--- src/rtl/vsd_pkg.sv ---
// vsd_pkg: shared widths, codes, register indexes and controller/datapath structs
// for the snorm16 vertex dequantizer; no dependencies
package vsd_pkg;

   localparam int FRAC_BITS_DEF = 16;

   localparam int NUM_AXES   = 3;
   localparam int KIND_W     = 3;
   localparam int RAW_W      = 16;
   localparam int VAL_W      = 32;
   localparam int SUM_W      = 34;
   localparam int CSR_IDX_W  = 3;
   localparam int CSR_DATA_W = 64;

   localparam int REQ_DATA_W = 16;
   localparam int REQ_USER_W = 4;
   localparam int RSP_DATA_W = 224;
   localparam int RSP_USER_W = 4;

   localparam logic [KIND_W-1:0] KIND_POS_X = 3'd0;
   localparam logic [KIND_W-1:0] KIND_POS_Y = 3'd1;
   localparam logic [KIND_W-1:0] KIND_POS_Z = 3'd2;
   localparam logic [KIND_W-1:0] KIND_TEX_U = 3'd3;
   localparam logic [KIND_W-1:0] KIND_TEX_V = 3'd4;

   localparam logic [CSR_IDX_W-1:0] REG_POS_SCALE_X  = 3'd0;
   localparam logic [CSR_IDX_W-1:0] REG_POS_SCALE_Y  = 3'd1;
   localparam logic [CSR_IDX_W-1:0] REG_POS_SCALE_Z  = 3'd2;
   localparam logic [CSR_IDX_W-1:0] REG_POS_OFFSET_X = 3'd3;
   localparam logic [CSR_IDX_W-1:0] REG_POS_OFFSET_Y = 3'd4;
   localparam logic [CSR_IDX_W-1:0] REG_POS_OFFSET_Z = 3'd5;
   localparam logic [CSR_IDX_W-1:0] REG_TEX_SCALE    = 3'd6;
   localparam logic [CSR_IDX_W-1:0] REG_TEX_OFFSET   = 3'd7;

   // snorm normalization: positive values divide by 2^15 - 1, negative by 2^15
   localparam int NORM_SHIFT    = 15;
   localparam int NORM_DEN_POS  = 32767;
   localparam int NORM_HALF_POS = 16383;
   localparam int NORM_HALF_NEG = 16384;

   // centimeter to meter step for unskinned positions: shift by 2, then divide
   // by 25 through a multiply by ceil(2^35 / 25)
   localparam int DIV_HALF        = 50;
   localparam int DIV_PRESHIFT    = 2;
   localparam int DIV_RECIP_W     = 31;
   localparam int DIV_RECIP_SHIFT = 35;
   localparam logic [DIV_RECIP_W-1:0] DIV_RECIP = 31'd1374389535;

   localparam logic signed [VAL_W-1:0] SAT_MAX = 32'sh7FFF_FFFF;
   localparam logic signed [VAL_W-1:0] SAT_MIN = 32'sh8000_0000;

   typedef struct packed {
      logic [NUM_AXES-1:0][VAL_W-1:0] pos_scale;
      logic [NUM_AXES-1:0][VAL_W-1:0] pos_offset;
      logic [CSR_DATA_W-1:0]          tex_scale;
      logic [CSR_DATA_W-1:0]          tex_offset;
   } csr_type;

   typedef struct packed {
      logic capture;
      logic norm_en;
      logic mul_en;
      logic add_en;
      logic div_start;
      logic div_wb;
      logic out_load;
   } cmd_type;

   typedef struct packed {
      logic needs_div;
      logic div_busy;
   } status_type;

endpackage

--- src/rtl/vsd_ctrl.sv ---
// vsd_ctrl: sequencing state machine and result-valid flag for the dequantizer
// depends on vsd_pkg
module vsd_ctrl import vsd_pkg::*; (
   input  logic       clock,
   input  logic       reset,
   input  logic       req_tvalid,
   output logic       req_tready,
   output logic       rsp_tvalid,
   input  logic       rsp_tready,
   input  status_type status,
   output cmd_type    cmd
);

   typedef enum logic [6:0] {
      S_IDLE     = 7'b0000001,
      S_NORM     = 7'b0000010,
      S_MUL      = 7'b0000100,
      S_ADD      = 7'b0001000,
      S_DIVSTART = 7'b0010000,
      S_DIV      = 7'b0100000,
      S_DONE     = 7'b1000000
   } state_type;

   state_type state_ff, state_in;
   logic      out_valid_ff, out_valid_in;
   logic      out_free;

   assign req_tready = (state_ff == S_IDLE);
   assign out_free   = !out_valid_ff || rsp_tready;

   always_comb begin
      state_in = state_ff;
      cmd      = '0;
      unique case (state_ff)
         S_IDLE: begin
            cmd.capture = req_tvalid;
            if (req_tvalid) state_in = S_NORM;
         end
         S_NORM: begin
            cmd.norm_en = 1'b1;
            state_in    = S_MUL;
         end
         S_MUL: begin
            cmd.mul_en = 1'b1;
            state_in   = S_ADD;
         end
         S_ADD: begin
            cmd.add_en = 1'b1;
            state_in   = status.needs_div ? S_DIVSTART : S_DONE;
         end
         S_DIVSTART: begin
            cmd.div_start = 1'b1;
            state_in      = S_DIV;
         end
         S_DIV: begin
            if (!status.div_busy) begin
               cmd.div_wb = 1'b1;
               state_in   = S_DONE;
            end
         end
         S_DONE: begin
            // result register may still hold the previous transaction
            if (out_free) begin
               cmd.out_load = 1'b1;
               state_in     = S_IDLE;
            end
         end
         default: state_in = S_IDLE;
      endcase
   end

   assign out_valid_in = cmd.out_load ? 1'b1 : (rsp_tready ? 1'b0 : out_valid_ff);

   always_ff @(posedge clock) begin
      if (reset) begin
         state_ff     <= S_IDLE;
         out_valid_ff <= 1'b0;
      end else begin
         state_ff     <= state_in;
         out_valid_ff <= out_valid_in;
      end
   end

   assign rsp_tvalid = out_valid_ff;

endmodule

--- config.mk ---
export PLATFORM = sky130hd
export DESIGN_NAME = vsd_ctrl
export DESIGN_NICKNAME = d
export VERILOG_FILES = /design/src/rtl/vsd_pkg.sv /design/src/rtl/vsd_ctrl.sv
export SDC_FILE = /design/constraint.sdc
export NUM_CORES = 1
export LEC_CHECK = 0
export CORE_UTILIZATION = 25
export CTS_CLUSTER_SIZE = 12
export DETAILED_ROUTE_END_ITERATION = 8
export DONT_BUFFER_PORTS = 1
export HOLD_SLACK_MARGIN = 0.08
export PLACE_DENSITY_LB_ADDON = 0.25
export SLEW_MARGIN = 40
export SYNTH_ARGS = -nofsm -noshare
export SYNTH_HDL_FRONTEND = slang
export SYNTH_SLANG_ARGS = --single-unit
--- constraint.sdc ---
create_clock -name clock -period 1.8 [get_ports clock]
set_input_delay 0.27 -clock clock [delete_from_list [all_inputs] [get_ports clock]]
set_output_delay 0.27 -clock clock [all_outputs]
set_load 0.05 [all_outputs]
* Word level (Yosys, flattened, before mapping)
Index checks and enable logic that the tools add are counted.
Word-level totals: logic and storage cells 32, bits of input ports 6, output and inout port bits 9, flip-flop bits (word level) 8
Operators by class: multiplexer cells 16, eq/ne operators 10, reductions and logical operators 4
Operators with widths (number):
- 7-bit one-hot mux with 7 select lines | 1
- 7-bit 2-to-1 mux | 4
- 1-bit 2-to-1 mux | 11
- 7-bit by 1-bit equality test with 1-bit output (second input constant) | 1
- 7-bit by 2-bit equality test with 1-bit output (second input constant) | 1
- 7-bit by 3-bit equality test with 1-bit output (second input constant) | 1
- 7-bit by 4-bit equality test with 1-bit output (second input constant) | 1
- 7-bit by 5-bit equality test with 1-bit output (second input constant) | 1
- 7-bit by 6-bit equality test with 1-bit output (second input constant) | 1
- 7-bit equality test (second input constant) | 1
- 2-bit inequality test (second input constant) | 3
- 3-bit AND reduction | 1
- 2-bit nonzero test | 1
- 1-bit zero test | 1
- 1-bit logical OR | 1

* Logic depth before layout (Yosys ltp)
word-level depth 5, gate-level depth with buffers 5, mapped depth without buffers 4

* Worst setup path after synthesis
No wires, ideal clock.
path type reg2out, from register state_ff[3], to output port cmd[6] in the netlist's numbering, stages on the path, launching flop included 6, data required time 1530 ps, path slack -1087 ps, arrival time 2617 ps, path buffers 1, cells stage by stage dfxtp_1 > buf_6 > nor3_1 > nand2_1 > nor3b_1 > and2_1
RTL lines:
- from (decl) | line vsd_ctrl.sv:24 | state_type state_ff, state_in;
- from (signal assigned) | line vsd_ctrl.sv:79 | state_ff <= state_in;
- to (decl) | line vsd_ctrl.sv:11 | output cmd_type cmd

==> reports/summary.txt <==
P per Cell Area = 584 nW/um^2
Slowest cell delay on critical path = 560 ps
Final total power = 0.434 mW
Clock Path Buffers = 2
Vias per cell = 4.96
Critical Path Fanout Max = 2
Ys flop type = dfxtp_1
Setup WS pre-CTS = 141 ps
Critical Path AT = 1630 ps
Crit end category = output pin
Final WS setup = -99.0 ps
Peak Freq = 527 MHz
Total gr overflow = 0
Pre-antenna DRT Iters = 4
Placeable Area = 1800 um^2
Worst setup path endpoint = cmd[2]
Area Overhead vs Synth = 47.1%
Final WL = 1.31 mm
Fin. Hold Viols = 0
I/O Pins = 15
RSZ-0062 raised after global routing = yes
GR Util All Layers = 13.7%
Syn Area/Cell = 8.85 um^2
Post-Layout Cell Count = 96
Async set or reset register ratio after synthesis = 0%
Failing checks = negative setup slack
Worst r2r path cells = 4
CTS Buf Count = 3
Least-Margin Pin Slew = 486 ps
Placed instance count = 89
Die Y = 46.9 um
CTS Root Cell = clkbuf_4
CTS tree = built
Port Buffer Count = 0
ANT cells = 0
Clk sink count = 8
Hold_ws = 180 ps
Clock Latency Late Sink = 250 ps
Row cnt = 15
Worst reg2reg startpoint = state_ff[0]$_SDFFE_PP1P_
Initial Util = 28.0%
Number of global-route vias before repair = 455
CP Launch Type = flip-flop
Dpl cell area = 637 um^2
Post-synth EDFFs = 0
Sequence of cells on the critical path = or4_4 > nor4b_4 > buf_12
Fillers = 195
Post-DP HPWL = 951 um
Finished layout cell area = 742 um^2
Synth Register Bits = 8
CP max-delay cell = or4_4
Most frequent cells in the layout = buf_4 (9), nor2_1 (6), dfxtp_1 (5), nand2b_1 (4), buf_6 (4)
Total die area = 2200 um^2
Mapped Area = 504 um^2
Hold Path Origin = status[1]
Syn Inst Count = 57
Pin count of the biggest net entering global routing = 9
Final setup vio count = 2
Most frequent standard cell in the layout excluding fill and tap cells = buf_4
Critical Path Start = state_ff[2]$_SDFFE_PP0P_
Setup Crit Path Kind = reg -> out
Status = finished, violations left
Max-Cap Viols = 0
Max Slew Vio Count = 0
Die W = 46.9 um
Final min period = 1900 ps
Hold Path Class = in -> reg
Ratio of cells with drive above 1 in the final layout = 46.5%
Nets = 79
Syn_nets = 63
Leak = 0.303 nW
DRC = 0
Setup tns final = -171 ps
1st-iter DRT viols = 3
Reg2reg end = state_ff[0]$_SDFFE_PP1P_
Slew headroom = 67.5%
VDD IR-drop max = 0.000241 V
Fin crit share = 105%
Post-route ant nets = 0
Worst EP required = 1530 ps
Number of distinct library cells after synthesis = 31
Seq/Total Area, Yosys = 31.8%
Initial antenna violation count = 0
Yosys warnings = 0
Routability cong. = 0.797
Drt wl/cell = 13.6 um
CTS clk-pin slew, worst paths = 50 ps
R2R Setup Slk = 200 ps
Fin util = 41.2%
Final Skew = 0.555 ps
H-tree lvl count = 1
First-pass GRT wire length = 2.06 mm
Number of vias in the routed layout = 476
[worst max-delay path, delay by kind of cell, from the launching register on]
kind | cells | cell delay [ps]
and+or+nand+nor | 2 | 860
buffers and inverters | 1 | 180
DFF | 1 | 340
[cell usage after synthesis, types with 2 or more instances]
library cell	instances	share of area, %
and2_1	3	3.7
and3b_1	2	3.5
buf_4	2	3.0
dfxtp_1	8	32
nand2_1	2	1.5
nand2b_1	4	5.0
nor2_1	7	5.2
nor3_1	2	2.0
nor3b_1	2	3.0
nor4b_1	2	3.5
o21ai_0	3	3.0
[cells by family (layout without fill, tap and decap cells)]
logic type / after synthesis / in the layout / share of synthesized area (%)
AO/OA/AOI/OAI: 9 / 9 / 11.9
XOR/XNOR: 1 / 1 / 1.74
buffers and inverters: 4 / 18 / 6.20
flip-flops: 8 / 8 / 31.8
AND/OR/NAND/NOR: 35 / 35 / 48.4
[flip-flops by register name, indices dropped and copies added, names as in the netlist]
| signal | cells |
|---|---|
| state_ff | 7 |
| rsp_tvalid | 1 |
[cell type report]
class	count	area, um^2	area share, %
Clock buffer	3	22.5	3.04
Multi-Input combinational cell	45	377	50.8
Sequential cell	8	169	22.8
Tap cell	25	31.3	4.22
Timing Repair Buffer	15	143	19.2
[worst min-delay path by stage]
| stage | to | depth (start not counted) |
|---|---|---|
| 6_report | state_ff[4]$_SDFFE_PP0P_ | 1 |
| 5_1_grt | state_ff[4]$_SDFFE_PP0P_ | 1 |
| 4_1_cts | state_ff[4]$_SDFFE_PP0P_ | 1 |
| 3_5_place_dp | rsp_tvalid$_SDFFE_PP0P_ | 1 |
| 3_3_place_gp | rsp_tvalid$_SDFFE_PP0P_ | 1 |
| 2_1_floorplan | rsp_tvalid$_SDFFE_PP0P_ | 1 |
[timing repair]
action	in CTS	in global routing
endpoints found under the hold margin	1	0
endpoints found under the setup margin	2	8
buffers inserted	3	0
pin swaps	1	4
gates resized for setup	8	5
hold buffers	1	0
[routing by layer]
| metal | wire, um | global-route usage (%) | up-vias |
|---|---|---|---|
| li1 | - | - | 241 |
| met1 | 585 | 17.4 | 226 |
| met2 | 647 | 21.1 | 9 |
| met3 | 73 | 6.15 | 0 |
| met4 | 0 | 3.43 | 0 |
| met5 | 0 | 0 | - |
[where the power goes]
| group | leakage (nW) | switching, mW | total (mW) | internal (mW) |
|---|---|---|---|---|
| Clock | 0.0138 | 0.0591 | 0.135 | 0.0762 |
| Sequential | 0.0669 | 0.00902 | 0.190 | 0.181 |
| Combinational | 0.222 | 0.0602 | 0.108 | 0.0483 |
| Total | 0.303 | 0.128 | 0.434 | 0.305 |
Power figures use the tool's default switching activity.
