**config.mk**
```make
export PLATFORM = sky130hd
export DESIGN_NAME = vsd_datapath
export DESIGN_NICKNAME = d
export VERILOG_FILES = /design/src/rtl/vsd_pkg.sv /design/src/rtl/vsd_div100.sv /design/src/rtl/vsd_datapath.sv
export SDC_FILE = /design/constraint.sdc
export NUM_CORES = 2
export LEC_CHECK = 0
export BUFFER_PORTS_ARGS = -buffer_cell sky130_fd_sc_hd__buf_2
export CAP_MARGIN = 20
export CORE_MARGIN = 2
export CORE_UTILIZATION = 35
export CTS_CLUSTER_SIZE = 30
export DETAILED_ROUTE_END_ITERATION = 12
export GPL_TIMING_DRIVEN = 0
export SYNTH_ARGS = -nofsm -noshare
export SYNTH_HDL_FRONTEND = slang
export SYNTH_SLANG_ARGS = --single-unit
```
**constraint.sdc**
```tcl
create_clock -name clock -period 20.1 [get_ports clock]
set_input_delay 4.02 -clock clock [delete_from_list [all_inputs] [get_ports clock]]
set_output_delay 4.02 -clock clock [all_outputs]
set_load 0.01 [all_outputs]
```
**src/rtl/vsd_pkg.sv**
```systemverilog
// vsd_pkg: shared widths, codes, register indexes and controller/datapath structs
// for the snorm16 vertex dequantizer; no dependencies
package vsd_pkg;

   localparam int FRAC_BITS_DEF = 16;

   localparam int NUM_AXES   = 3;
   localparam int KIND_W     = 3;
   localparam int RAW_W      = 16;
   localparam int VAL_W      = 32;
   localparam int SUM_W      = 34;
   localparam int CSR_IDX_W  = 3;
   localparam int CSR_DATA_W = 64;

   localparam int REQ_DATA_W = 16;
   localparam int REQ_USER_W = 4;
   localparam int RSP_DATA_W = 224;
   localparam int RSP_USER_W = 4;

   localparam logic [KIND_W-1:0] KIND_POS_X = 3'd0;
   localparam logic [KIND_W-1:0] KIND_POS_Y = 3'd1;
   localparam logic [KIND_W-1:0] KIND_POS_Z = 3'd2;
   localparam logic [KIND_W-1:0] KIND_TEX_U = 3'd3;
   localparam logic [KIND_W-1:0] KIND_TEX_V = 3'd4;

   localparam logic [CSR_IDX_W-1:0] REG_POS_SCALE_X  = 3'd0;
   localparam logic [CSR_IDX_W-1:0] REG_POS_SCALE_Y  = 3'd1;
   localparam logic [CSR_IDX_W-1:0] REG_POS_SCALE_Z  = 3'd2;
   localparam logic [CSR_IDX_W-1:0] REG_POS_OFFSET_X = 3'd3;
   localparam logic [CSR_IDX_W-1:0] REG_POS_OFFSET_Y = 3'd4;
   localparam logic [CSR_IDX_W-1:0] REG_POS_OFFSET_Z = 3'd5;
   localparam logic [CSR_IDX_W-1:0] REG_TEX_SCALE    = 3'd6;
   localparam logic [CSR_IDX_W-1:0] REG_TEX_OFFSET   = 3'd7;

   // snorm normalization: positive values divide by 2^15 - 1, negative by 2^15
   localparam int NORM_SHIFT    = 15;
   localparam int NORM_DEN_POS  = 32767;
   localparam int NORM_HALF_POS = 16383;
   localparam int NORM_HALF_NEG = 16384;

   // centimeter to meter step for unskinned positions: shift by 2, then divide
   // by 25 through a multiply by ceil(2^35 / 25)
   localparam int DIV_HALF        = 50;
   localparam int DIV_PRESHIFT    = 2;
   localparam int DIV_RECIP_W     = 31;
   localparam int DIV_RECIP_SHIFT = 35;
   localparam logic [DIV_RECIP_W-1:0] DIV_RECIP = 31'd1374389535;

   localparam logic signed [VAL_W-1:0] SAT_MAX = 32'sh7FFF_FFFF;
   localparam logic signed [VAL_W-1:0] SAT_MIN = 32'sh8000_0000;

   typedef struct packed {
      logic [NUM_AXES-1:0][VAL_W-1:0] pos_scale;
      logic [NUM_AXES-1:0][VAL_W-1:0] pos_offset;
      logic [CSR_DATA_W-1:0]          tex_scale;
      logic [CSR_DATA_W-1:0]          tex_offset;
   } csr_type;

   typedef struct packed {
      logic capture;
      logic norm_en;
      logic mul_en;
      logic add_en;
      logic div_start;
      logic div_wb;
      logic out_load;
   } cmd_type;

   typedef struct packed {
      logic needs_div;
      logic div_busy;
   } status_type;

endpackage

```
**src/rtl/vsd_div100.sv**
```systemverilog
// vsd_div100: divide by the constant 100 as a shift by two and a reciprocal
// multiply for the division by 25; the shifted dividend and then the product are registered; depends on vsd_pkg
module vsd_div100 import vsd_pkg::*; (
   input  logic             clock,
   input  logic             reset,
   input  logic             start,
   input  logic [SUM_W-1:0] dividend,
   output logic             busy,
   output logic [SUM_W-1:0] quotient
);

   localparam int Y_W    = SUM_W - DIV_PRESHIFT;
   localparam int PROD_W = Y_W + DIV_RECIP_W;

   logic              stage_ff, stage_in;
   logic [Y_W-1:0]    y_ff, y_in;
   logic [PROD_W-1:0] prod_ff, prod_in;

   assign busy = stage_ff;

   // exact for any y below 2^32: the reciprocal error stays under one part in 25
   assign stage_in = start;
   assign y_in     = start ? dividend[SUM_W-1:DIV_PRESHIFT] : y_ff;
   assign prod_in  = stage_ff ? (PROD_W'(y_ff) * PROD_W'(DIV_RECIP)) : prod_ff;

   always_ff @(posedge clock) begin
      if (reset) begin
         stage_ff <= 1'b0;
      end else begin
         stage_ff <= stage_in;
      end
   end

   always_ff @(posedge clock) begin
      y_ff    <= y_in;
      prod_ff <= prod_in;
   end

   assign quotient = SUM_W'(prod_ff[PROD_W-1:DIV_RECIP_SHIFT]);

endmodule

```
**src/rtl/vsd_datapath.sv**
```systemverilog
// vsd_datapath: normalize, scale multiply, round and offset, divide by 100,
// saturate, bound tracking and result register; depends on vsd_pkg, vsd_div100
module vsd_datapath import vsd_pkg::*; #(
   parameter int FRAC_BITS = FRAC_BITS_DEF
) (
   input  logic                  clock,
   input  logic                  reset,
   input  cmd_type               cmd,
   output status_type            status,
   input  csr_type               csr_i,
   input  logic [REQ_DATA_W-1:0] req_tdata,
   input  logic [REQ_USER_W-1:0] req_tuser,
   input  logic                  req_tlast,
   output logic [RSP_DATA_W-1:0] rsp_tdata,
   output logic [RSP_USER_W-1:0] rsp_tuser
);

   localparam int MAG_W = RAW_W + 1;
   localparam int NUM_W = FRAC_BITS + MAG_W;
   localparam int AW    = FRAC_BITS + 3;
   localparam int QW    = FRAC_BITS + 2;
   localparam int PW    = FRAC_BITS + VAL_W + 2;
   localparam int BND_W = 2 * NUM_AXES * VAL_W;

   // captured transaction
   logic [KIND_W-1:0] kind_ff, kind_in;
   logic [RAW_W-1:0]  raw_ff, raw_in;
   logic              bones_ff, bones_in;
   logic              eom_ff, eom_in;

   logic signed [QW-1:0]    n_ff, n_in;
   logic signed [PW-1:0]    prod_ff, prod_in;
   logic signed [SUM_W-1:0] s_ff, s_in;

   logic signed [VAL_W-1:0] min_ff [NUM_AXES];
   logic signed [VAL_W-1:0] max_ff [NUM_AXES];
   logic signed [VAL_W-1:0] min_in [NUM_AXES];
   logic signed [VAL_W-1:0] max_in [NUM_AXES];
   logic signed [VAL_W-1:0] min_upd [NUM_AXES];
   logic signed [VAL_W-1:0] max_upd [NUM_AXES];

   logic [RSP_DATA_W-1:0] rsp_data_ff, rsp_data_in;
   logic [RSP_USER_W-1:0] rsp_user_ff, rsp_user_in;

   // normalization
   logic             neg;
   logic [MAG_W-1:0] raw_ext;
   logic [MAG_W-1:0] mag;
   logic [NUM_W-1:0] num;
   logic [AW-1:0]    a, ab, a2, sum2, q;
   logic             corr;

   // scaling
   logic             is_pos, is_tex;
   logic signed [VAL_W-1:0] scale_sel, off_sel;
   logic             pneg;
   logic [PW-1:0]    pmag, pround;
   logic [VAL_W-1:0] tmag;
   logic signed [VAL_W:0]   t;
   logic signed [SUM_W-1:0] s_scaled;

   // divide and saturate
   logic [SUM_W-1:0] s_mag;
   logic [SUM_W-1:0] div_dividend;
   logic [SUM_W-1:0] quot;
   logic             div_busy;
   logic signed [VAL_W-1:0] val_sat;
   logic [BND_W-1:0] bnd_blk;

   assign kind_in  = cmd.capture ? req_tuser[KIND_W-1:0] : kind_ff;
   assign bones_in = cmd.capture ? req_tuser[KIND_W]     : bones_ff;
   assign raw_in   = cmd.capture ? req_tdata             : raw_ff;
   assign eom_in   = cmd.capture ? req_tlast             : eom_ff;

   // round(|raw| * 2^F / den); division by 2^15 - 1 folds the high part back twice
   always_comb begin
      neg     = raw_ff[RAW_W-1];
      raw_ext = {raw_ff[RAW_W-1], raw_ff};
      mag     = neg ? (~raw_ext + 1'b1) : raw_ext;
      num     = {mag, {FRAC_BITS{1'b0}}}
                + NUM_W'(neg ? NORM_HALF_NEG : NORM_HALF_POS);
      a       = AW'(num >> NORM_SHIFT);
      ab      = a + AW'(num[NORM_SHIFT-1:0]);
      a2      = ab >> NORM_SHIFT;
      sum2    = a2 + AW'(ab[NORM_SHIFT-1:0]);
      corr    = (sum2 >= AW'(NORM_DEN_POS));
      q       = neg ? a : (a + a2 + AW'(corr));
      n_in    = cmd.norm_en ? QW'(neg ? (~q + 1'b1) : q) : n_ff;
   end

   assign is_pos = (kind_ff <= KIND_POS_Z);
   assign is_tex = (kind_ff == KIND_TEX_U) || (kind_ff == KIND_TEX_V);

   always_comb begin
      case (kind_ff)
         KIND_POS_X: begin
            scale_sel = csr_i.pos_scale[0];
            off_sel   = csr_i.pos_offset[0];
         end
         KIND_POS_Y: begin
            scale_sel = csr_i.pos_scale[1];
            off_sel   = csr_i.pos_offset[1];
         end
         KIND_POS_Z: begin
            scale_sel = csr_i.pos_scale[2];
            off_sel   = csr_i.pos_offset[2];
         end
         KIND_TEX_U: begin
            scale_sel = csr_i.tex_scale[VAL_W-1:0];
            off_sel   = csr_i.tex_offset[VAL_W-1:0];
         end
         KIND_TEX_V: begin
            scale_sel = csr_i.tex_scale[CSR_DATA_W-1:VAL_W];
            off_sel   = csr_i.tex_offset[CSR_DATA_W-1:VAL_W];
         end
         default: begin
            scale_sel = csr_i.pos_scale[0];
            off_sel   = csr_i.pos_offset[0];
         end
      endcase
   end

   assign prod_in = cmd.mul_en ? (PW'(n_ff) * PW'(scale_sel)) : prod_ff;

   // product / 2^F rounded half away from zero, then offset added
   always_comb begin
      pneg     = prod_ff[PW-1];
      pmag     = pneg ? (~prod_ff + 1'b1) : prod_ff;
      pround   = pmag + (PW'(1) << (FRAC_BITS - 1));
      tmag     = VAL_W'(pround >> FRAC_BITS);
      t        = pneg ? -$signed({1'b0, tmag}) : $signed({1'b0, tmag});
      s_scaled = SUM_W'(t) + SUM_W'(off_sel);
   end

   assign s_mag        = s_ff[SUM_W-1] ? (~s_ff + 1'b1) : s_ff;
   assign div_dividend = s_mag + SUM_W'(DIV_HALF);

   always_comb begin
      s_in = s_ff;
      if (cmd.add_en) begin
         s_in = (is_pos || is_tex) ? s_scaled : SUM_W'(n_ff);
      end else if (cmd.div_wb) begin
         s_in = s_ff[SUM_W-1] ? (~quot + 1'b1) : quot;
      end
   end

   vsd_div100 u_div100 (
      .clock    (clock),
      .reset    (reset),
      .start    (cmd.div_start),
      .dividend (div_dividend),
      .busy     (div_busy),
      .quotient (quot)
   );

   assign status.needs_div = is_pos && !bones_ff;
   assign status.div_busy  = div_busy;

   always_comb begin
      if (s_ff > SUM_W'(SAT_MAX)) begin
         val_sat = SAT_MAX;
      end else if (s_ff < SUM_W'(SAT_MIN)) begin
         val_sat = SAT_MIN;
      end else begin
         val_sat = s_ff[VAL_W-1:0];
      end
   end

   always_comb begin
      for (int i = 0; i < NUM_AXES; i++) begin
         min_upd[i] = (is_pos && kind_ff == KIND_W'(i) && val_sat < min_ff[i])
                      ? val_sat : min_ff[i];
         max_upd[i] = (is_pos && kind_ff == KIND_W'(i) && val_sat > max_ff[i])
                      ? val_sat : max_ff[i];
         if (cmd.out_load) begin
            min_in[i] = eom_ff ? SAT_MAX : min_upd[i];
            max_in[i] = eom_ff ? SAT_MIN : max_upd[i];
         end else begin
            min_in[i] = min_ff[i];
            max_in[i] = max_ff[i];
         end
      end
   end

   // bounds leave only with the end-of-mesh result and include its component
   assign bnd_blk = eom_ff ? {max_upd[2], max_upd[1], max_upd[0],
                              min_upd[2], min_upd[1], min_upd[0]} : '0;

   assign rsp_data_in = cmd.out_load ? {bnd_blk, val_sat}  : rsp_data_ff;
   assign rsp_user_in = cmd.out_load ? {eom_ff, kind_ff}   : rsp_user_ff;

   always_ff @(posedge clock) begin
      if (reset) begin
         for (int i = 0; i < NUM_AXES; i++) begin
            min_ff[i] <= SAT_MAX;
            max_ff[i] <= SAT_MIN;
         end
      end else begin
         for (int i = 0; i < NUM_AXES; i++) begin
            min_ff[i] <= min_in[i];
            max_ff[i] <= max_in[i];
         end
      end
   end

   always_ff @(posedge clock) begin
      kind_ff     <= kind_in;
      raw_ff      <= raw_in;
      bones_ff    <= bones_in;
      eom_ff      <= eom_in;
      n_ff        <= n_in;
      prod_ff     <= prod_in;
      s_ff        <= s_in;
      rsp_data_ff <= rsp_data_in;
      rsp_user_ff <= rsp_user_in;
   end

   assign rsp_tdata = rsp_data_ff;
   assign rsp_tuser = rsp_user_ff;

endmodule

```
After elaboration in Yosys (flattened, before gate mapping)
Memories as Yosys holds them, arrays and structs flattened.
Cells that the tools add are included.
{"block": "op_classes", "add_sub_neg": 14, "multipliers": 2, "div": 0, "n_lt_le_gt_ge": 10, "n_eq_ne": 4, "shift": 0, "mux": 42, "n_bitwise": 11, "n_reduce_logical": 15}
{"operator": "2-to-1 mux 32 bit", "n": 26}
{"operator": "case mux 32 bit (4 select lines)", "n": 2}
{"operator": "2-to-1 mux 34 bit", "n": 5}
{"operator": "greater-than comparator 32 bit", "n": 3}
{"operator": "< comparator 32 bit", "n": 3}
{"operator": "adder 34 x 1 -> 34 bit (second input constant)", "n": 2}
{"operator": "multiplier 32 x 31 -> 63 bit (second input constant)", "n": 1}
{"operator": "multiplier 18 x 32 -> 50 bit", "n": 1}
{"operator": "adder 48 x 1 -> 48 bit (second input constant)", "n": 1}
{"operator": "adder 48 x 16 -> 48 bit (second input constant)", "n": 1}
{"operator": "2-to-1 mux 48 bit", "n": 1}
{"operator": "NOT 48 bit", "n": 1}
{"operator": "2-to-1 mux 18 bit", "n": 2}
{"operator": "adder 33 x 32 -> 34 bit", "n": 1}
{"operator": "adder 34 x 6 -> 34 bit (second input constant)", "n": 1}
{"operator": "greater-than comparator 34 x 32 -> 1 bit (second input constant)", "n": 1}
{"operator": "< comparator 34 x 32 -> 1 bit (second input constant)", "n": 1}
{"operator": "NOT 28 -> 34 bit", "n": 1}
{"operator": "NOT 34 bit", "n": 1}
{"operator": "adder 33 x 15 -> 33 bit", "n": 1}
{"operator": "2-to-1 mux 33 bit", "n": 1}
{"operator": "negation 32 -> 33 bit", "n": 1}
{"operator": "adder 18 x 15 -> 19 bit", "n": 1}
{"operator": "adder 18 x 1 -> 18 bit", "n": 1}
{"operator": "other kinds (20)", "n": 38}
{"block": "totals", "reg_bits": 447, "latchBits": 0, "ram_bits": 192, "romBits": 0, "n_memories": 2}
{"memory": "max_ff", "words": 3, "width": 32, "read_ports": 3, "rd_ports_with_merged_regs": 0, "wr": 3, "line_no": "vsd_datapath.sv:36", "rtl": "logic signed [VAL_W-1:0] max_ff [NUM_AXES];"}
{"memory": "min_ff", "words": 3, "width": 32, "read_ports": 3, "rd_ports_with_merged_regs": 0, "wr": 3, "line_no": "vsd_datapath.sv:35", "rtl": "logic signed [VAL_W-1:0] min_ff [NUM_AXES];"}

Longest topological paths before layout
{"block": "depth", "word_depth": 12, "mapped_depth": 39}

Cells and area by module
A second synthesis with hierarchy kept.
{"block": "unflattened", "hier_cells": 8006, "hier_area_um2": 74077.3}
{"module": "vsd_datapath", "instances": 1, "cells_per_inst": 6174, "area_per_inst_um2": 55010.3, "seq_area_each_um2": 14353.8}
{"module": "vsd_div100", "instances": 1, "cells_per_inst": 1832, "area_per_inst_um2": 19067.0, "seq_area_each_um2": 1821.7}

Worst setup path before layout
OpenSTA, ideal clock, no wires.
{"block": "synth_timing", "path_kind": "input to register", "from": "input port csr_i[75] in the netlist's numbering", "to": "register prod_ff[49], data pin", "t_arrival_ns": 11.038, "required_ns": 19.836, "path_slack_ns": 8.799, "stages": 29, "n_path_buf": 1, "path_cell_list": "nand2_1 -> a21oi_1 -> o22ai_1 -> a21oi_1 -> clkbuf_1 -> nand2_1 -> fa_1 -> inv_1 -> fa_1 -> inv_1 -> fa_1 -> inv_1 -> fa_1 -> inv_1 -> fa_1 -> inv_1 -> fa_1 -> ha_1 -> and3_1 -> a221oi_1 -> nor3b_1 -> o32ai_1 -> o31ai_1 -> o21ai_0 -> a211oi_1 -> or3b_2 -> o21ai_0 -> a221oi_1 -> xnor2_1"}
{"block": "synth_between", "elab_chain_len": 2}
{"item": "start, declared", "line_no": "vsd_datapath.sv:10", "rtl": "input csr_type csr_i,"}
{"item": "case mux 32 bit (4 select lines)", "line_no": "vsd_datapath.sv:95", "rtl": "case (kind_ff)"}
{"item": "multiplier 18 x 32 -> 50 bit", "line_no": "vsd_datapath.sv:123", "rtl": "assign prod_in = cmd.mul_en ? (PW'(n_ff) * PW'(scale_sel)) : prod_ff;"}
{"item": "end signal, assigned", "line_no": "vsd_datapath.sv:212", "rtl": "prod_ff <= prod_in;"}
{"item": "end, declared", "line_no": "vsd_datapath.sv:32", "rtl": "logic signed [PW-1:0] prod_ff, prod_in;"}
No other way between the ends.
A chain may end at the register's enable or synchronous reset.

Final worst setup path
{"block": "layout_timing", "from": "input port csr_i[68] in the netlist's numbering", "to": "register prod_ff[49], data pin"}
The elaborated chain is that of the path after synthesis.

==> flow_summary.yaml <==
layout:
  nets: 10500
  drive_above_1_share: 0.0937
  stdcell_count: 11300
  syn_to_final_growth_pct: 12.7
  fin_util: 0.395
floorplan:
  ios: 580
  chipWidth_um: 462
  core_area_um2: 209000
  die_h_um: 462
  rows: 168
  die_area_um2: 213000
  start_util: 0.351
cts:
  h-tree-depth: 3
  cts_num_sinks: 603
  ctsRootBufferMaster: "clkbuf_16"
  cts_tree: "built"
  clkTransAtPathRegs_ns: 0.06
  clock_latency_ns: 0.67
  cts_buffer_depth: 3
  cts_hold_buf: 0
  post_cts_buffers: 0
  numCtsBuffers: 69
  cts_resized: 0
synthesis:
  syn_avg_cell_area_um2: 9.43
  synth_area_um2: 73300
  yosysUniqueCellTypes: 105
  synthCells: 7779
  synth_flop_cell: "edfxtp_1"
  synth_warnings: 0
  synth_seq_area_share: 0.221
  synthArstFlopShare: 0
  synth_edf_count: 410
  ys_seq_elements: 603
sta:
  max_slew_margin: 0.157
  final_hold_viol_count: 0
  setup_violations: 0
  rsz0062_at_grt: "false"
  worst_slack_ns: 7.30
  drv_slew: 0
  period_needed_ns: 12.80
  max_freq_ghz: 0.0782
  skew_ns: 0.0354
  worstMarginPinSlew_ns: 1.26
  period_share: 0.637
  setup_tns_ns: 0
detailed_routing:
  first_pass_iters: 6
  drc: 0
  routed-via-count: 59200
  routedWlPerCell_um: 22.2
  wirelength_um: 251000
  via_per_inst: 5.22
  ant_nets: 0
  drt-initial-drc-count: 4980
global_routing:
  met3_usage: 0.0322
  grt_max_degree: 122
  grt_usage: 0.233
  met1_usage: 0.303
  first_global_vias: 59900
  grt_pass1_wl_um: 377000
  grt_busiest_layer: "met2"
  antenna_found_initial: 13
  met2_usage: 0.386
  overflow: 0
critical_path:
  path_max_fanout: 10
  cp-start-kind: "input port"
  worstSetupPathType: "in -> reg"
  worstPathArrival_ns: 13.17
  crit_required_ns: 20.48
  crit_path_end_kind: "register"
status:
  outcome: "completed"
hold_path:
  hp-class: "reg -> reg"
placed_design:
  dp_cells: 11200
  place.gp.congestion: 0.959
  detailed_place_hpwl_um: 212000
  io_buffer_count: 578
  dp_worst_setup_slack_ns: 6.83
run:
  drv_cap: 0
-- stage by stage --
| step | hold slack [ns] | instance area, um^2 |
|---|---|---|
| global placement | 0.439 | 79700 |
| finish | 0.461 | 82600 |
| floorplan | 0.424 | 73300 |
| detailed placement | 0.440 | 80200 |
| global route | 0.482 | 82600 |
| CTS | 0.469 | 82600 |
-- kinds of logic after synthesis --
family | count (synthesis) | synth area share
adder cells (fa/ha/maj) | 1697 | 0.386
buffers and inverters | 1766 | 0.0909
other | 1 | 0.0000511
AO/OA/AOI/OAI | 1430 | 0.131
flip-flops | 603 | 0.221
multiplexers | 55 | 0.00763
XOR/XNOR | 331 | 0.0397
AND/OR/NAND/NOR | 1896 | 0.123
-- routing by layer --
layer,vias up,part of all wire
li1,27200,-
met4,10,0.052
met3,412,0.058
met2,1909,0.47
met1,29600,0.42
met5,-,0.00028
-- final timing paths --
path	from	endpoint	slack [ns]	cells after the start
max	csr_i[68]	prod_ff[49]$_DFFE_PP_	7.30	28
min	kind_ff[2]$_DFFE_PP_	rsp_tuser[2]$_DFFE_PP_	0.46	0
max reg2reg	kind_ff[2]$_DFFE_PP_	prod_ff[49]$_DFFE_PP_	8.39	31
min reg2reg	kind_ff[2]$_DFFE_PP_	rsp_tuser[2]$_DFFE_PP_	0.46	0
-- state kept, by name, summed over array words and instances, names as in the netlist --
signal            count
n_ff                 18
u_div100.y_ff        32
u_div100.busy         1
s_ff                 34
prod_ff              49
rsp_tuser             4
rsp_tdata           224
raw_ff               16
u_div100.prod_ff     28
kind_ff               3
max_ff               96
bones_ff              1
eom_ff                1
min_ff               96
-- layout by cell type (no fill, tap or decap), types with 51 or more instances in the layout --
cell type	n
buf_2	584
ha_1	752
o21ai_0	189
edfxtp_1	410
clkbuf_16	69
nand3_1	87
xor2_1	96
mux2i_1	51
inv_1	1392
nand2b_1	75
and2_1	186
a22o_1	64
a211oi_1	134
nor2_1	413
dfxtp_1	193
a21oi_1	336
a22oi_1	101
nor3_1	74
fa_1	945
clkbuf_1	333
xnor2_1	234
a21o_1	132
nand2_1	742
o22ai_1	104
nand4_1	71
-- synth_stat cells (33+ instances only) --
cell	instances	area, um^2
nand2b_1	75	469
a2bb2oi_1	33	289
dfxtp_1	193	3860
nor2b_1	45	282
or3_1	45	282
nor2_1	413	1550
xor2_1	96	841
o22ai_1	104	651
inv_1	1392	5230
mux2i_1	51	510
a31oi_1	41	257
nand3_1	87	435
ha_1	752	9410
fa_1	945	18900
a21o_1	132	991
o31ai_1	33	248
and3_1	34	213
a21oi_1	342	1710
o21a_1	44	330
and2_1	186	1160
nor3_1	75	375
a211oi_1	134	1010
xnor2_1	234	2050
a22o_1	64	561
edfxtp_1	410	12300
o21ai_0	189	946
nand4_1	71	444
a22oi_1	101	758
nand2_1	742	2790
clkbuf_1	326	1220
a32oi_1	39	342
-- area by class of cell --
class	count	area, um^2
Antenna cell	7	17.5
Buffer	370	1430
Clock buffer	77	1770
Clock inverter	49	642
Fill cell	20900	126000
Inverter	1396	5240
Multi-Input combinational cell	5413	50500
Sequential cell	603	16200
Tap cell	2805	3510
Timing Repair Buffer	611	3330
-- worst max-delay path: stages --
cell	delay, ns
buf_2	0.08
nand2_1	0.05
a21oi_1	0.16
o22ai_1	0.13
a21oi_1	0.98
clkbuf_1	0.59
nand2_1	0.14
fa_1	0.52
inv_1	0.06
fa_1	0.52
fa_1	0.52
fa_1	0.54
inv_1	0.05
fa_1	0.53
inv_1	0.05
fa_1	0.58
ha_1	0.40
and3_1	0.27
a221oi_1	0.41
nor3b_1	0.23
o32ai_1	0.17
o31ai_1	0.42
o21ai_0	0.24
a211oi_1	0.62
or3b_2	0.25
o21ai_0	0.15
a221oi_1	0.35
xnor2_1	0.12
Power is not shown: default switching activity piles up to over one toggle a cycle in this logic, so the estimate is an artifact.
