`config.mk`:
```
export PLATFORM = sky130hd
export DESIGN_NAME = vsd_csr
export DESIGN_NICKNAME = d
export VERILOG_FILES = /design/src/rtl/vsd_pkg.sv /design/src/rtl/vsd_csr.sv
export SDC_FILE = /design/constraint.sdc
export NUM_CORES = 1
export LEC_CHECK = 0
export ABC_AREA = 1
export ABC_CLOCK_PERIOD_IN_PS = 1700
export BUFFER_PORTS_ARGS = -buffer_cell sky130_fd_sc_hd__buf_2
export CAP_MARGIN = 20
export CORE_ASPECT_RATIO = 1.5
export CORE_MARGIN = 3
export CORE_UTILIZATION = 55
export CTS_CLUSTER_DIAMETER = 100
export DETAILED_ROUTE_END_ITERATION = 12
export PLACE_DENSITY_LB_ADDON = 0.15
export SLEW_MARGIN = 20
export SYNTH_ARGS = -nofsm -noshare
export SYNTH_HDL_FRONTEND = slang
export SYNTH_SLANG_ARGS = --single-unit
export TNS_END_PERCENT = 1
```
`constraint.sdc`:
```
create_clock -name clock -period 1.7 [get_ports clock]
set_input_delay 0.085 -clock clock [delete_from_list [all_inputs] [get_ports clock]]
set_output_delay 0.085 -clock clock [all_outputs]
set_load 0.05 [all_outputs]
```
`src/rtl/vsd_pkg.sv`:
```
// vsd_pkg: shared widths, codes, register indexes and controller/datapath structs
// for the snorm16 vertex dequantizer; no dependencies
package vsd_pkg;

   localparam int FRAC_BITS_DEF = 16;

   localparam int NUM_AXES   = 3;
   localparam int KIND_W     = 3;
   localparam int RAW_W      = 16;
   localparam int VAL_W      = 32;
   localparam int SUM_W      = 34;
   localparam int CSR_IDX_W  = 3;
   localparam int CSR_DATA_W = 64;

   localparam int REQ_DATA_W = 16;
   localparam int REQ_USER_W = 4;
   localparam int RSP_DATA_W = 224;
   localparam int RSP_USER_W = 4;

   localparam logic [KIND_W-1:0] KIND_POS_X = 3'd0;
   localparam logic [KIND_W-1:0] KIND_POS_Y = 3'd1;
   localparam logic [KIND_W-1:0] KIND_POS_Z = 3'd2;
   localparam logic [KIND_W-1:0] KIND_TEX_U = 3'd3;
   localparam logic [KIND_W-1:0] KIND_TEX_V = 3'd4;

   localparam logic [CSR_IDX_W-1:0] REG_POS_SCALE_X  = 3'd0;
   localparam logic [CSR_IDX_W-1:0] REG_POS_SCALE_Y  = 3'd1;
   localparam logic [CSR_IDX_W-1:0] REG_POS_SCALE_Z  = 3'd2;
   localparam logic [CSR_IDX_W-1:0] REG_POS_OFFSET_X = 3'd3;
   localparam logic [CSR_IDX_W-1:0] REG_POS_OFFSET_Y = 3'd4;
   localparam logic [CSR_IDX_W-1:0] REG_POS_OFFSET_Z = 3'd5;
   localparam logic [CSR_IDX_W-1:0] REG_TEX_SCALE    = 3'd6;
   localparam logic [CSR_IDX_W-1:0] REG_TEX_OFFSET   = 3'd7;

   // snorm normalization: positive values divide by 2^15 - 1, negative by 2^15
   localparam int NORM_SHIFT    = 15;
   localparam int NORM_DEN_POS  = 32767;
   localparam int NORM_HALF_POS = 16383;
   localparam int NORM_HALF_NEG = 16384;

   // centimeter to meter step for unskinned positions: shift by 2, then divide
   // by 25 through a multiply by ceil(2^35 / 25)
   localparam int DIV_HALF        = 50;
   localparam int DIV_PRESHIFT    = 2;
   localparam int DIV_RECIP_W     = 31;
   localparam int DIV_RECIP_SHIFT = 35;
   localparam logic [DIV_RECIP_W-1:0] DIV_RECIP = 31'd1374389535;

   localparam logic signed [VAL_W-1:0] SAT_MAX = 32'sh7FFF_FFFF;
   localparam logic signed [VAL_W-1:0] SAT_MIN = 32'sh8000_0000;

   typedef struct packed {
      logic [NUM_AXES-1:0][VAL_W-1:0] pos_scale;
      logic [NUM_AXES-1:0][VAL_W-1:0] pos_offset;
      logic [CSR_DATA_W-1:0]          tex_scale;
      logic [CSR_DATA_W-1:0]          tex_offset;
   } csr_type;

   typedef struct packed {
      logic capture;
      logic norm_en;
      logic mul_en;
      logic add_en;
      logic div_start;
      logic div_wb;
      logic out_load;
   } cmd_type;

   typedef struct packed {
      logic needs_div;
      logic div_busy;
   } status_type;

endpackage

```
`src/rtl/vsd_csr.sv`:
```
// vsd_csr: configuration register file (position and texture scale/offset)
// depends on vsd_pkg
module vsd_csr import vsd_pkg::*; #(
   parameter int FRAC_BITS = FRAC_BITS_DEF
) (
   input  logic                  clock,
   input  logic                  reset,
   input  logic                  csr_we,
   input  logic [CSR_IDX_W-1:0]  csr_index,
   input  logic [CSR_DATA_W-1:0] csr_wdata,
   output csr_type               csr_o
);

   localparam logic [VAL_W-1:0] ONE = VAL_W'(1) << FRAC_BITS;

   csr_type csr_ff;
   csr_type csr_in;

   always_comb begin
      csr_in = csr_ff;
      if (csr_we) begin
         unique case (csr_index)
            REG_POS_SCALE_X:  csr_in.pos_scale[0]  = csr_wdata[VAL_W-1:0];
            REG_POS_SCALE_Y:  csr_in.pos_scale[1]  = csr_wdata[VAL_W-1:0];
            REG_POS_SCALE_Z:  csr_in.pos_scale[2]  = csr_wdata[VAL_W-1:0];
            REG_POS_OFFSET_X: csr_in.pos_offset[0] = csr_wdata[VAL_W-1:0];
            REG_POS_OFFSET_Y: csr_in.pos_offset[1] = csr_wdata[VAL_W-1:0];
            REG_POS_OFFSET_Z: csr_in.pos_offset[2] = csr_wdata[VAL_W-1:0];
            REG_TEX_SCALE:    csr_in.tex_scale     = csr_wdata;
            REG_TEX_OFFSET:   csr_in.tex_offset    = csr_wdata;
            default:          csr_in = csr_ff;
         endcase
      end
   end

   always_ff @(posedge clock) begin
      if (reset) begin
         csr_ff.pos_scale  <= {ONE, ONE, ONE};
         csr_ff.pos_offset <= '0;
         csr_ff.tex_scale  <= {ONE, ONE};
         csr_ff.tex_offset <= '0;
      end else begin
         csr_ff <= csr_in;
      end
   end

   assign csr_o = csr_ff;

endmodule

```
Word level (Yosys, flattened, before mapping). Index checks and enable logic that the tools add are counted.

Eq/ne operators: 7. Reductions and logical operators: 9.

Operators with widths (number): 2-bit AND reduction (8); 3-bit == test, second input constant (4); 3-bit by 2-bit == test with 1-bit output, second input constant (2); 3-bit by 1-bit == test with 1-bit output, second input constant (1); 3-bit logical NOT (1).

Register bits after elaboration: 320. Input bits: 70.

Logic depth before layout (Yosys ltp). Gate-level depths: netlist of the first run.

Depth after elaboration: 2. Gate-level depth with buffers: 7.

Worst setup path after synthesis of the first run. No wires, ideal clock.

Path type: input to register. From: input csr_index[2]. To: register csr_ff (netlist bit csr_o[162]). Arrival time: 863 ps. Required time: 1586 ps. Setup slack: 722 ps. Stages: 7. Path through: nand2_1 > inv_2 > buf_2 > buf_2 > nand3_1 > nand2_1 > nor2_1.

Cells in the longest elaborated chain, start to end: 2.

RTL lines: start, declared (RTL line vsd_csr.sv:9) `input logic [CSR_IDX_W-1:0] csr_index,`; 3-bit == test (RTL line vsd_csr.sv:22) `unique case (csr_index)`; 2-bit AND reduction (no line); end signal, assigned (RTL line vsd_csr.sv:43) `csr_ff <= csr_in;`; end, declared (RTL line vsd_csr.sv:16) `csr_type csr_ff;`.

Every way passes these cells. A chain may end at the register's enable or synchronous reset.

Worst setup path after layout of the first run.
From: register csr_ff (netlist bit csr_o[222]). To: output csr_o[222] (netlist name).

RTL lines: end, declared (RTL line vsd_csr.sv:11) `output csr_type csr_o`.

No word-level cell between the ends.

==> summary.md, run 1 <==
| Metric | Value |
|---|---|
| Status | completed |
| Die Ht | between 150 and 200 um |
| First-pass GRT wire length | between 60 and 70 mm |
| Wirelength per Cell | 16.4 um |
| Finished Layout Cells | 2472 |
| Grt ovf | 0 |
| Share of the synthesized area in the top cell type | approximately 52% |
| # H-tree levels | 1 |
| Hold Buf Count CTS | 35 |
| CP Class | reg2out |
| Crit path time final | ~1300 ps |
| Sink Count | 320 |
| Most common cell after layout, fill and taps aside | nor2_1 |
| RSZ-0062 raised after global routing | false |
| Fillers | around 1800 |
| Die area | between 0.02 and 0.025 sq mm |
| Via count | around 13000 |
| Leak pwr | ~8.0 nW |
| DRT antenna net count | 0 |
| Synth top area cells | dfxtp_1, nor2_1, nand2_1 |
| TritonCTS Buffers | 29 |
| Yosys top cell by area | dfxtp_1 |
| CTS tree | yes |
| Commonest cells after routing, fill and taps aside | nor2_1, nand2_1, buf_2 |
| Arrival @ worst endpoint | approximately 1200 ps |
| Layout cells sized above 1 | about 22% |
| Sequential cell area | approximately 0.0064 sq mm |
| PostCTS Resize Cnt | 0 |
| Worst path cell trace | buf_2 |
| Tcrit/Tclk final | approximately 77% |
| Final nets | around 2300 |
| Finish-stage setup viols | 0 |
| Seq/Total Area, Yosys | 51.6% |
| Critical path peak fanout | 2 |
| Placed cell count | between 2000 and 2500 |
| Final Max Slew Viols | 0 |
| Critical Path Source Type | flop |
| Hpwl dp | 26.6 mm |
| Crit path max-delay family | flip-flops |
| Critical path's slowest cell | dfxtp_1 |
| Register bit total from synthesis | 320 |
| Post-CTS setup buffer count | 0 |
| Later-pin clock latency in the skew report | around 520 ps |
| Largest net degree at the start of global routing | 65 |
| Core ar. | ~0.022 sq mm |
| Worst hold path class | in2reg |
| Reg-to-reg startpoint | csr_o[131]$_SDFFE_PP0P_ |
| Final Hold Fails | 0 |
| DR iter-0 viols | 1178 |
| Crit end category | output port |
| Slew @ Worst Pin | about 510 ps |
| Max frequency | 764 MHz |
| TNS Setup | 0 ps |
| Rows | 66 |
| Synthesized instance count | approximately 1800 |
| Clock Tree Buf Depth | 3 |
| Drt total wl | 40.4 mm |
| Die width | 129 um |
| GRT Util Overall | between 30% and 40% |
| DR vias/cell | between 5 and 6 |
| Area occupied by multi-input gates | between 0.005 and 0.006 sq mm |
| Crit path buffers/inverters | 1 |
| Worst Hold Launch | csr_wdata[31] |
| Drt first pass iters | 5 |
| Initial antenna violation count | 0 |
| Post-route cell area | about 0.016 sq mm |
| Synth Cell Area | 0.0124 sq mm |
| Largest register FFs | 320 |
| PD cells | between 1000 and 1500 mW/mm^2 |
| Skew final | 0 ps |
| Antenna cells | 0 |
| Mean Syn Cell Area | 6.85 sq um |
| Placed cell areas | around 0.015 sq mm |
| Synth cell types | 12 |
| Worst Setup SP | csr_o[222]$_SDFFE_PP0P_ |
| CTS root buf | clkbuf_16 |
| Max Cap Violations | 0 |
| Peak VDD IR | 0.878 mV |
| Routability cong. | between 0.9 and 1 |
| DR DRC count | 0 |
| P&R area growth vs syn | 28.7% |
| # IOs | 390 |
| Effective utilization at floorplan | 56.5% |
| Ys Warns | 0 |
| WP data required | 1620 ps |
| Vias in the first global route | between 10000 and 15000 |
| Slowest cell delay on critical path | 400 ps |
| PortBufs | between 300 and 400 |
| Reg clk slew, reported paths | roughly 60 ps |
| Worst rel slew slack | 66.2% |
| Syn Nets | 1883 |
==> stage by stage <==
stage               utilization (%)  hold slack, ps  power [mW]  worst slack [ps]
floorplan                         -             198        9.89               722
CTS                            72.8            8.34        16.5               387
finish                         72.8            31.6        16.4               391
detailed placement             67.4             329        10.7               237
global route                   72.8            65.4        17.0               370
global placement               67.4             325        10.6               279
==> cells by family after synthesis <==
kind of cell / after synthesis / share of synthesized area (%)
buf+inv: 196 / 6.56
simple gates: 1297 / 41.9
flops: 320 / 51.6
==> worst min-delay path, delay by kind of cell <==
family / cells / cell delay, ps
buffers and inverters: 2 / 210
and+or+nand+nor: 3 / 220
==> metal layers <==
| metal | vias up | GRT usage, % | part of all wire [%] |
|---|---|---|---|
| met3 | 137 | 6.43 | 8.9 |
| met1 | 5805 | 39.4 | 39 |
| met4 | 0 | 16.5 | 5.5 |
| met5 | - | 0 | 0 |
| li1 | 6288 | - | - |
| met2 | 683 | 51.0 | 47 |
==> final timing paths <==
path / slack, ps / end / cells past startpoint
max: 390 / csr_o[222] / 1
min: 30 / csr_o[31]$_SDFFE_PP0P_ / 5
max reg2reg: 1040 / csr_o[131]$_SDFFE_PP0P_ / 2
min reg2reg: 480 / csr_o[61]$_SDFFE_PP0P_ / 2
==> cell type report <==
class	count	share of cell area, %
well taps	272	2.13
repair buffers	464	18.0
flip-flops and latches	320	40.1
clock inverters	5	0.157
inverters	71	1.73
clock buffers	43	4.99
multi-input cells	1297	32.9
==> cells in the mapped netlist <==
| cell | n |
|---|---|
| clkinv_1 | 1 |
| nand2_1 | 399 |
| inv_2 | 2 |
| clkbuf_1 | 55 |
| nor2_2 | 4 |
| inv_1 | 68 |
| dfxtp_1 | 320 |
| nor2_1 | 638 |
| buf_1 | 13 |
| buf_4 | 3 |
| nand3_1 | 256 |
| buf_2 | 54 |
==> power breakdown <==
part           switching [mW]  total (mW)  internal [mW]  leakage [nW]
Combinational            1.98        2.67          0.684          5.02
Clock                    2.65        5.86           3.21         0.405
Sequential              0.150        7.91           7.76          2.60
(Power assumes the default switching activity.)
==> inputs of run 2 (changes only) <==
ABC_AREA = 0   (was 1)
ABC_CLOCK_PERIOD_IN_PS = 1300   (was 1700)
CORE_UTILIZATION = 51   (was 55)
clock period = 1.3 ns   (was 1.7 ns; I/O delays follow)
==> run 2 against run 1 <==
  * Design area rose by 5.2%
  * Cell count fell by 23%
  * Sequential share of layout area fell by 2.0 points
  * Count of clock-buffer cells in the layout fell by 1
  * Critical path type unchanged
  * Worst hold slack got worse by 18 ps
  * Sequential power rose by 28%
==> summary.md, run 2 <==
| Metric | Value |
|---|---|
| Worst Hold Launch | csr_wdata[17] |
| Crit path max-delay family | flip-flops |
| Reg-to-reg startpoint | csr_o[283]$_SDFFE_PP0P_ |
| Hpwl dp | 25.1 mm |
| Largest register FFs | 320 |
| Die width | 134 um |
| Later-pin clock latency in the skew report | 540 ps |
| First-pass GRT wire length | around 54 mm |
| Share of the synthesized area in the top cell type | 50.7% |
| FF-to-FF End | csr_o[283]$_SDFFE_PP0P_ |
| Clock share of power | a little over two fifths |
| Most common cell after layout, fill and taps aside | buf_2 |
| Synthesized instance count | 1149 |
| Critical path peak fanout | 2 |
| Commonest cells after routing, fill and taps aside | buf_2, nand2b_1, mux2i_1, dfxtp_1, dlygate4sd3_1 |
| Internal power | between 15 and 20 mW |
| # IOs | a little under 400 |
| Worst path cell trace | buf_2 |
| Grt ovf | 0 |
| CTS tree | yes |
| Drt first pass iters | 6 |
| Sequential cell area | roughly 0.0064 sq mm |
| Critical path's slowest cell | dfxtp_1 |
| Status | completed |
| Leak pwr | slightly below 9 nW |
| Rows | 69 |
| Worst slack at placement | 8.29 ps |
| Synth cell types | 17 |
| Seq/Total Area, Yosys | just over 50% |
| Worst hold path class | in2reg |
| EDFF count, synth | 0 |
| DR DRC count | 0 |
| Max Cap Violations | 0 |
| Arrival @ worst endpoint | about 1200 ps |
| RSZ-0062 raised after global routing | false |
| Total power | about 22 mW |
| Area occupied by multi-input gates | slightly below 0.006 sq mm |
| Hold Path Sink | csr_o[145]$_SDFFE_PP0P_ |
| Sw frac | roughly a quarter |
| Top post-synthesis cells by count | nand2b_1, dfxtp_1, mux2i_1, clkbuf_1, buf_2 |
| Top FF cell, synth | dfxtp_1 |
| Max frequency | 793 MHz |
| CP Class | reg2out |
| Vias in the first global route | 9766 |
| Crit path buffers/inverters | 1 |
| Via count | 9483 |
| Slew @ Worst Pin | 436 ps |
| Final Hold Fails | 0 |
| Logic pwr share | a little over a tenth |
| Mean Syn Cell Area | 11.0 sq um |
| Critical Path Source Type | flop |
| Part of the power in registers | 46.3% |
| Hold Path Depth | 3 |
| Final Max Slew Viols | 0 |
| Crit end category | output port |
| Routability cong. | around 0.82 |
| Core ar. | about 0.024 sq mm |
| Most numerous cell in the Yosys netlist | nand2b_1 |
| Largest net degree at the start of global routing | 45 |
| Wirelength per Cell | roughly 18 um |
| Reg clk slew, reported paths | ~70 ps |
| Final nets | around 1600 |
| Register bit total from synthesis | 320 |
| CTS root buf | clkbuf_16 |
| Flop2flop setup slack | just under 600 ps |
| PortBufs | roughly 390 |
| GRT Util Overall | 25.3% |
| Clock Tree Buf Depth | 3 |
| Synth Cell Area | roughly 0.013 sq mm |
| Placed cell count | around 1800 |
| Ys async rst share | 0% |
| PD cells | around 1300 mW/mm^2 |
| TritonCTS Buffers | 30 |
| P&R area growth vs syn | 33.1% |
| DRT antenna net count | 0 |
| Die area | around 0.027 sq mm |
| Initial antenna violation count | 2 |
| DR iter-0 viols | approximately 370 |
| Worst hold slack | 13.7 ps |
| Tcrit/Tclk final | 97.0% |
| Synth top area cells | dfxtp_1, mux2i_1, nand2b_1 |
| TNS Setup | 0 ps |
| Skew final | 0 ps |
| Fillers | roughly 1900 |
| Finished Layout Cells | approximately 1900 |
| Syn Nets | about 1200 |
| Post-CTS setup buffer count | 0 |
| Reg2Reg Depth | 2 |
| Die Ht | about 200 um |
| Effective utilization at floorplan | a little over half |
| Slowest cell delay on critical path | about 370 ps |
| Net switching power | between 5 and 6 mW |
| Yosys top cell by area | dfxtp_1 |
| Finish-stage setup viols | 0 |
| Layout cells sized above 1 | between 30% and 40% |
| Peak VDD IR | between 1 and 1.5 mV |
| Sink Count | 320 |
| Final worst setup slack | roughly 39 ps |
| Ys Warns | 0 |
| Worst rel slew slack | 70.9% |
| Drt total wl | about 35 mm |
| WP data required | ~1200 ps |
| # H-tree levels | 1 |
| DR vias/cell | 4.96 |
| Crit path time final | between 1000 and 1500 ps |
run 2: cell types whose count changed in the layout (fill, tap and decap cells not counted), moves of 6 or more:
cell,previous run,this run
nand3_1,256,0
clkbuf_1,12,6
dlygate4sd3_1,35,48
nor2_1,630,7
mux2i_1,0,320
nor2_4,9,0
inv_1,68,0
nand2b_1,0,379
nand2_1,399,0
buf_4,18,42
run 2: cell type report:
| cell class | count | share of cell area (%) |
|---|---|---|
| tap | 319 | 2.37 |
| antenna | 1 | 0.0149 |
| clock inverter | 14 | 1.21 |
| sequential | 320 | 38.1 |
| timing repair buffer | 497 | 18.8 |
| multi-input combinational | 717 | 34.3 |
| clock buffer | 42 | 5.16 |
run 2: how the worst max path moves through the flow:
stage                            from                      end  slack [ps]  cells after the start
6_report       csr_o[77]$_SDFFE_PP0P_                csr_o[77]          40                      1
5_1_grt        csr_o[77]$_SDFFE_PP0P_                csr_o[77]           2                      1
4_1_cts        csr_o[77]$_SDFFE_PP0P_                csr_o[77]          10                      1
3_5_place_dp             csr_index[1]  csr_o[241]$_SDFFE_PP0P_           8                      3
3_3_place_gp             csr_index[1]  csr_o[249]$_SDFFE_PP0P_          30                      3
2_1_floorplan            csr_index[2]  csr_o[255]$_SDFFE_PP0P_          70                      5
run 2: cell families after synthesis:
logic type | share of synthesized area [%]
simple gates | 20.0
mux | 25.4
flops | 50.7
buf+inv | 3.95
run 2: metrics by stage:
stage / cell area, sq um / utilization, %
floorplan: 12600 / -
global placement: 15200 / 63.5
detailed placement: 15200 / 63.5
CTS: 16800 / 70.0
global route: 16800 / 70.0
finish: 16800 / 70.0
run 2: repair_timing:
action | CTS | global route
hold buffers | 48 | 0
hold endpoints to repair | 150 | 0
endpoints found under the setup margin | 3 | 1
resized for setup | 3 | 1
run 2: power groups by stage:
stage	Sequential (mW)	Combinational [mW]	Clock, mW
finish	10.1	2.40	9.37
global route	10.2	2.53	9.95
CTS	10.1	2.41	9.57
detailed placement	10.3	2.29	0
global placement	10.3	2.27	0
floorplan	11.1	0.822	0
run 2: metal layers:
layer  track usage (%)  part of all wire (%)  wire (um)
met1              29.9                    40      14000
met2              44.8                    50      17600
met3              6.53                   7.0       2440
met4              7.92                   2.9       1030
met5                 0                 0.037         13
==> inputs of run 3 (changes only) <==
==> constraint.sdc (replaced) <==
create_clock -name clock -period 1.3 [get_ports clock]
set_input_delay 0.195 -clock clock [delete_from_list [all_inputs] [get_ports clock]]
set_output_delay 0.195 -clock clock [all_outputs]
set_load 0.05 [all_outputs]
==> run 3 against run 2 <==
  * The flow now finishes with violations (negative setup slack)
  * Total power increased by 0.17%
  * Worst hold slack improved by 16 ps
  * Via count increased by 2.0%
  * Sequential power about the same
  * Critical path type unchanged
  * Largest power group unchanged
==> summary.md, run 3 (synthesis results as in run 2) <==
| Metric | Value |
|---|---|
| Status | finished, violations left |
| Failing checks | negative setup slack |
| Core ar. | between 0.02 and 0.025 sq mm |
| Post-CTS setup buffer count | 0 |
| Placed cell areas | approximately 0.015 sq mm |
| Effective utilization at floorplan | between 50% and 60% |
| Max frequency | about 750 MHz |
| Reg clk slew, reported paths | about 60 ps |
| # H-tree levels | 1 |
| Die Ht | ~200 um |
| Arrival @ worst endpoint | 1130 ps |
| Final nets | roughly 1600 |
| Vias in the first global route | ~10000 |
| Layout cells sized above 1 | 43.6% |
| Final Max Slew Viols | 0 |
| DR vias/cell | just over 5 |
| RSZ-0062 raised after global routing | true |
| WP data required | ~1100 ps |
| Most common cell after layout, fill and taps aside | nand2b_1 |
| Max Cap Violations | 0 |
| Total power | 21.9 mW |
| Wirelength per Cell | between 20 and 25 um |
| Crit path buffers/inverters | 1 |
| Leak pwr | ~9.3 nW |
| Drt total wl | between 30 and 40 mm |
| PD cells | roughly 1200 mW/mm^2 |
| Routability cong. | between 0.8 and 0.9 |
| Worst path cell trace | buf_4 |
| Critical path peak fanout | 2 |
| Sink Count | 320 |
| First-pass GRT wire length | roughly 57 mm |
| Final Hold Fails | 0 |
| CTS tree | yes |
| Tcrit/Tclk final | 102% |
| Crit path time final | roughly 1300 ps |
| Final worst setup slack | -25.9 ps |
| Worst rel slew slack | slightly above 70% |
| CP Class | reg2out |
| TritonCTS Buffers | 30 |
| Worst hold path class | in2reg |
| Peak VDD IR | between 1 and 1.5 mV |
| # IOs | 390 |
| Hpwl dp | between 20 and 30 mm |
| Crit path max-delay family | flip-flops |
| GRT Util Overall | 27.0% |
| Die area | between 0.02 and 0.03 sq mm |
| Slew @ Worst Pin | 426 ps |
| Drt first pass iters | 4 |
| Commonest cells after routing, fill and taps aside | nand2b_1, mux2i_1, buf_6 |
| Post-route cell area | approximately 0.019 sq mm |
| Critical path's slowest cell | dfxtp_1 |
| Skew final | 0 ps |
| Grt ovf | 0 |
| Later-pin clock latency in the skew report | approximately 550 ps |
| Largest register FFs | 320 |
| Die width | 134 um |
| Largest net degree at the start of global routing | 49 |
| Via count | a little under 10000 |
| DR iter-0 viols | 346 |
| DR DRC count | 0 |
| DRT antenna net count | 0 |
| CTS root buf | clkbuf_16 |
| Slowest cell delay on critical path | roughly 360 ps |
| PortBufs | about 400 |
| Initial antenna violation count | 2 |
| Finish-stage setup viols | 1 |
| P&R area growth vs syn | 50.3% |
| Rows | between 60 and 70 |
| Critical Path Source Type | flop |
| Crit end category | output port |
| Clock Tree Buf Depth | 3 |
| Final core utilization | roughly 79% |
==> run 3: changes by cell type in the layout (fill, tap and decap cells not counted), sizes merged <==
cell | previous run | this run
clkbuf | 43 | 42
inv | 1 | 0
bufinv | 5 | 3
clkinv | 7 | 8
buf | 448 | 463
dlygate4sd3 | 48 | 33
==> run 3: worst reg2reg max path, cell delays in order (launching register included) <==
cell and delay, ps:
dfxtp_1 370, nand2b_1 90, mux2i_1 200
==> run 3: power breakdown <==
part / internal [mW] / switching, mW
clock: 5.27 / 3.74
sequential: 10.0 / 0.168
combinational: 1.16 / 1.56
total: 16.5 / 5.47
==> run 3: layout make-up <==
cell class              count  area, sq um
diodes                      1         2.50
clock buffers              42          877
clock inverters            12          138
fillers                  1440         5020
multi-input cells         717         5770
flip-flops and latches    320         6620
well taps                 319          399
repair buffers            496         5170
==> run 3: path summary, 6_finish.rpt <==
path / depth (start not counted) / from / endpoint / slack (ps)
worst max-delay path: 1 / csr_o[116]$_SDFFE_PP0P_ / csr_o[116] / -30
worst min-delay path: 3 / csr_wdata[28] / csr_o[252]$_SDFFE_PP0P_ / 30
worst max register to register: 2 / csr_o[27]$_SDFFE_PP0P_ / csr_o[27]$_SDFFE_PP0P_ / 550
worst min register to register: 2 / csr_o[103]$_SDFFE_PP0P_ / csr_o[103]$_SDFFE_PP0P_ / 480
==> run 3: per-stage QoR <==
stage | TNS (ps) | setup WS, ps | hold WS, ps | std cells
floorplan | -1580 | -50.1 | 347 | 1149
global placement | -2870 | -84.4 | 454 | 1819
detailed placement | -6030 | -97.8 | 458 | 1819
CTS | -9.90 | -9.90 | 13.1 | 1906
global route | -199 | -38.3 | 75.1 | 1907
finish | -25.9 | -25.9 | 29.6 | 1907
==> run 3: repair_timing <==
| action | in CTS | in global routing |
|---|---|---|
| setup endpoints to repair | 320 | 214 |
| gates resized for setup | 544 | 251 |
| pin swaps | 0 | 0 |
| endpoints found under the hold margin | 67 | 0 |
| hold buffers | 33 | 0 |
==> run 3: layer usage <==
metal	up-vias	global-route usage, %	wire, um
li1	4578	-	-
met1	4674	29.6	14500
met2	324	48.1	19600
met3	97	7.74	2820
met4	2	12.2	1760
met5	-	0	7
